===== config.mk =====
export PLATFORM = sky130hd
export DESIGN_NAME = gss_cfg_regs
export DESIGN_NICKNAME = d
export VERILOG_FILES = /design/src/rtl/gss_pkg.sv /design/src/rtl/gss_cfg_regs.sv
export SDC_FILE = /design/constraint.sdc
export NUM_CORES = 1
export LEC_CHECK = 0
export ABC_AREA = 1
export BUFFER_PORTS_ARGS = -buffer_cell sky130_fd_sc_hd__buf_4
export CORE_UTILIZATION = 50
export CTS_CLUSTER_DIAMETER = 120
export DETAILED_ROUTE_END_ITERATION = 12
export PLACE_DENSITY = 0.79
export SYNTH_ARGS = -nofsm -noshare
export SYNTH_HDL_FRONTEND = slang
export SYNTH_SLANG_ARGS = --single-unit

===== constraint.sdc =====
create_clock -name clk -period 0.95 [get_ports clk]
set_input_delay 0.0475 -clock clk [delete_from_list [all_inputs] [get_ports clk]]
set_output_delay 0.0475 -clock clk [all_outputs]
set_load 0.02 [all_outputs]

===== src/rtl/gss_pkg.sv =====
// Package: shared item types, configuration layout and register indexes for the shaper.
package gss_pkg;

  localparam int CfgIndexWidth = 3;
  localparam int CfgDataWidth  = 16;

  localparam logic [CfgIndexWidth-1:0] CFG_YAW_GAIN     = 3'd0;
  localparam logic [CfgIndexWidth-1:0] CFG_PITCH_GAIN   = 3'd1;
  localparam logic [CfgIndexWidth-1:0] CFG_START_TARGET = 3'd2;
  localparam logic [CfgIndexWidth-1:0] CFG_START_STEP   = 3'd3;
  localparam logic [CfgIndexWidth-1:0] CFG_LOW_LIMIT    = 3'd4;
  localparam logic [CfgIndexWidth-1:0] CFG_HIGH_LIMIT   = 3'd5;

  localparam logic [15:0]        RST_YAW_GAIN     = 16'd10486;
  localparam logic [15:0]        RST_PITCH_GAIN   = 16'd1311;
  localparam logic signed [15:0] RST_START_TARGET = -16'sd1430;
  localparam logic [14:0]        RST_START_STEP   = 15'd12;
  localparam logic signed [15:0] RST_LOW_LIMIT    = -16'sd3399;
  localparam logic signed [15:0] RST_HIGH_LIMIT   = 16'sd0;

  typedef struct packed {
    logic               drive_enable;
    logic               aim_mode;
    logic               aim_fresh;
    logic signed [15:0] aim_yaw_offset;
    logic signed [15:0] aim_pitch_offset;
    logic signed [15:0] measured_yaw;
    logic signed [15:0] measured_pitch;
    logic signed [15:0] manual_yaw_step;
    logic signed [15:0] manual_pitch_step;
  } in_t;

  typedef struct packed {
    logic               active;
    logic signed [15:0] yaw_goal;
    logic signed [15:0] pitch_goal;
    logic signed [15:0] yaw_error;
    logic               start_ramp_finished;
  } out_t;

  typedef struct packed {
    logic [15:0]        yaw_gain;
    logic [15:0]        pitch_gain;
    logic signed [15:0] start_target;
    logic [14:0]        start_step;
    logic signed [15:0] low_limit;
    logic signed [15:0] high_limit;
  } cfg_t;

endpackage


===== src/rtl/gss_cfg_regs.sv =====
// Configuration register bank with write decoder and reset defaults.
module gss_cfg_regs (
  input  logic                              clk,
  input  logic                              rst,
  input  logic                              cfg_we,
  input  logic [gss_pkg::CfgIndexWidth-1:0] cfg_index,
  input  logic [gss_pkg::CfgDataWidth-1:0]  cfg_data,
  output gss_pkg::cfg_t                     cfg
);

  always_ff @(posedge clk) begin
    if (rst) begin
      cfg.yaw_gain     <= gss_pkg::RST_YAW_GAIN;
      cfg.pitch_gain   <= gss_pkg::RST_PITCH_GAIN;
      cfg.start_target <= gss_pkg::RST_START_TARGET;
      cfg.start_step   <= gss_pkg::RST_START_STEP;
      cfg.low_limit    <= gss_pkg::RST_LOW_LIMIT;
      cfg.high_limit   <= gss_pkg::RST_HIGH_LIMIT;
    end else if (cfg_we) begin
      unique case (cfg_index)
        gss_pkg::CFG_YAW_GAIN:     cfg.yaw_gain     <= cfg_data;
        gss_pkg::CFG_PITCH_GAIN:   cfg.pitch_gain   <= cfg_data;
        gss_pkg::CFG_START_TARGET: cfg.start_target <= $signed(cfg_data);
        gss_pkg::CFG_START_STEP:   cfg.start_step   <= cfg_data[14:0];
        gss_pkg::CFG_LOW_LIMIT:    cfg.low_limit    <= $signed(cfg_data);
        gss_pkg::CFG_HIGH_LIMIT:   cfg.high_limit   <= $signed(cfg_data);
        default: ;
      endcase
    end
  end

endmodule


==> summary.md <==
| Metric | Value |
|---|---|
| Status | `finished clean` |
| Yosys reg bits | `95` |
| Post-place setup slack | `-233 ps` |
| Number of port buffers | `116` |
| Die area | `7580 µm²` |
| Num CTS Buffers | `9` |
| Max frequency | `1070 MHz` |
| Core Area | `6910 µm²` |
| Layout Skew | `0 ps` |
| Global placement routability congestion | `0.804` |
| Net Count, Synth | `530` |
| Mapped Cells | `508` |
| Setup crit start kind | `primary input` |
| Net Sw Power | `2150 µW` |
| Clock buffer depth | `2` |
| Top delay family on crit path | `buffers and inverters` |
| Worst path slowest cell | `dlygate4sd3_1` |
| Antenna Cells | `0` |
| Final min period | `938 ps` |
| Clock share of power | `0.347` |
| CP Cell Sequence | `dlygate4sd3_1 -> buf_4 -> inv_1 -> nand3_1 -> nand2_1 -> nor2_1` |
| Flop pwr share | `0.505` |
| DP HPWL | `7.30 mm` |
| Initial Util | `0.524` |
| CTS tree | `done` |
| CTS Sinks | `95` |
| Final Hold Fails | `0` |
| Die H | `87.1 µm` |
| Synthesized area per cell | `7.13 µm²` |
| Pin count of the biggest net entering global routing | `49` |
| Critical Path RT | `1210 ps` |
| H-tree levels | `3` |
| Fin. max-slew vios | `0` |
| Post-route DRC | `0` |
| Critical Path AT | `1200 ps` |
| Post-CTS setup buffers | `0` |
| Vias in the first global route | `3632` |
| Area growth from synthesis to layout | `42.9%` |
| Sequential share of the synthesized area | `0.525` |
| Die W | `87.1 µm` |
| First-pass GRT wire length | `17.0 mm` |
| Highest net fanout along the worst path | `4` |
| DRT iter0 DRCs | `212` |
| Multi-input gate area | `1510 µm²` |
| Row count | `30` |
| CP max stage delay | `550 ps` |
| Via Count | `3838` |
| Power per cell area | `1610 nW/µm²` |
| Internal power component | `6180 µW` |
| DR WL/cell | `14.4 µm` |
| FF/Latch Area | `1930 µm²` |
| Top Ports | `117` |
| Biggest regs | `cfg (95)` |
| Top reg by flops | `cfg` |
| Clock slew at reported path FFs | `90 ps` |
| Global-route usage over all layers | `0.299` |
| Root buf cell | `clkbuf_8` |
| Max FFs per register | `95` |
| Setup violators final | `0` |
| Worst setup margin | `11.7 ps` |
| Worst slew margin relative to its limit | `0.559` |
| Max IR drop VDD | `743 µV` |
| GRT overflow | `0` |
| Final antenna-violating net count | `0` |
| Switching Fraction | `0.258` |
| Comb pwr share | `0.148` |
| Leak pwr | `0.00249 µW` |
| Synth unique cells | `12` |
| Clock latency on the worst-skew pair | `350 ps` |
| Buf/Inv on CP | `3` |
| Nets | `672` |
| Total power | `8340 µW` |
| Share of post-route cells with drive strength above 1 | `0.289` |
| Critical path type | `primary input to flop` |
| Fin crit share | `0.988` |
| Crit. End Element | `flop` |
| Final WL | `10.8 mm` |
| Unrepaired setup endpoints after global routing | `no` |
| Max_cap viols | `0` |
| Hold Crit Class | `primary input to flop` |
| Initial antenna violation count | `0` |
| Synthesized area | `3620 µm²` |
| Ys Warns | `0` |
| Slew @ Worst Pin | `661 ps` |
| Via density | `5.12` |
| TritonRoute pass-1 iters | `5` |
| Filler cells | `569` |
==> stage by stage <==
step	instance area, µm²	hold slack [ps]	TNS [ps]	instances	util
2_1_floorplan	3620	161	0	508	-
3_3_place_gp	4760	260	-13170	719	0.690
3_5_place_dp	4760	271	-15430	719	0.690
4_1_cts	5140	118	0	750	0.744
5_1_grt	5170	139	0	750	0.749
6_report	5170	133	0	750	0.749
==> cell usage after synthesis <==
cell	n	area (µm²)
nand2_1	142	533
nor2_1	118	443
dfxtp_1	95	1900
nand3_1	95	475
inv_1	20	75.1
buf_2	12	60.1
clkbuf_1	9	33.8
nor2_2	8	50.1
buf_4	3	22.5
inv_2	3	11.3
buf_1	2	7.51
nand2_2	1	6.26
==> cell usage in the layout, fill, tap and decap left out <==
cell,count
dfxtp_2,19
inv_2,3
nor2_2,9
dlygate4sd3_1,16
nand2_1,142
clkinvlp_4,4
clkbuf_1,2
dfxtp_1,76
nor2_1,117
nand3_1,95
nand2_2,1
bufinv_16,2
clkbuf_8,10
buf_12,7
buf_4,134
inv_1,17
==> power by group through the flow <==
| stage | Combinational, µW | Clock (µW) | Sequential [µW] |
|---|---|---|---|
| floorplan | 445 | 0 | 4450 |
| global placement | 1140 | 0 | 4290 |
| detailed placement | 1160 | 0 | 4290 |
| CTS | 1220 | 2920 | 4200 |
| global route | 1340 | 3060 | 4220 |
| finish | 1240 | 2890 | 4210 |
==> cell type report <==
type / count / share of cell area
Sequential cell: 95 / 0.372
Multi-Input combinational cell: 364 / 0.292
Timing Repair Buffer: 157 / 0.253
Clock buffer: 12 / 0.0281
Tap cell: 96 / 0.0232
Inverter: 23 / 0.0189
Clock inverter: 3 / 0.0131
==> worst min-delay path: stages <==
cell and delay [ps]:
buf_4 90, inv_2 50, buf_12 180, nand3_1 90
==> path summary, 6_finish.rpt <==
kind | slack [ps] | start | cells past startpoint | endpoint
max | 10 | cfg_data[12] | 6 | cfg[75]
min | 130 | rst | 4 | cfg[71]
max reg2reg | 320 | cfg[66] | 2 | cfg[66]
min reg2reg | 470 | cfg[35] | 2 | cfg[35]
==> metal layers <==
layer | wire length [µm] | share of wire | GRT usage | vias up
li1 | - | - | - | 1863
met1 | 4410 | 0.41 | 0.365 | 1771
met2 | 5170 | 0.48 | 0.486 | 176
met3 | 834 | 0.077 | 0.0768 | 28
met4 | 349 | 0.032 | 0.156 | 0
met5 | 0 | 0 | 0 | -
==> what timing repair did <==
action	CTS	global route
gates resized for setup	0	22
hold endpoints to repair	37	0
hold buffers	16	0
endpoints found under the setup margin	0	26
==> cells by family after synthesis <==
group                  after synthesis  share of synthesized area
DFF                                 95                      0.525
buffers and inverters               49                     0.0581
and+or+nand+nor                    364                      0.417
(Power assumes the default switching activity.)
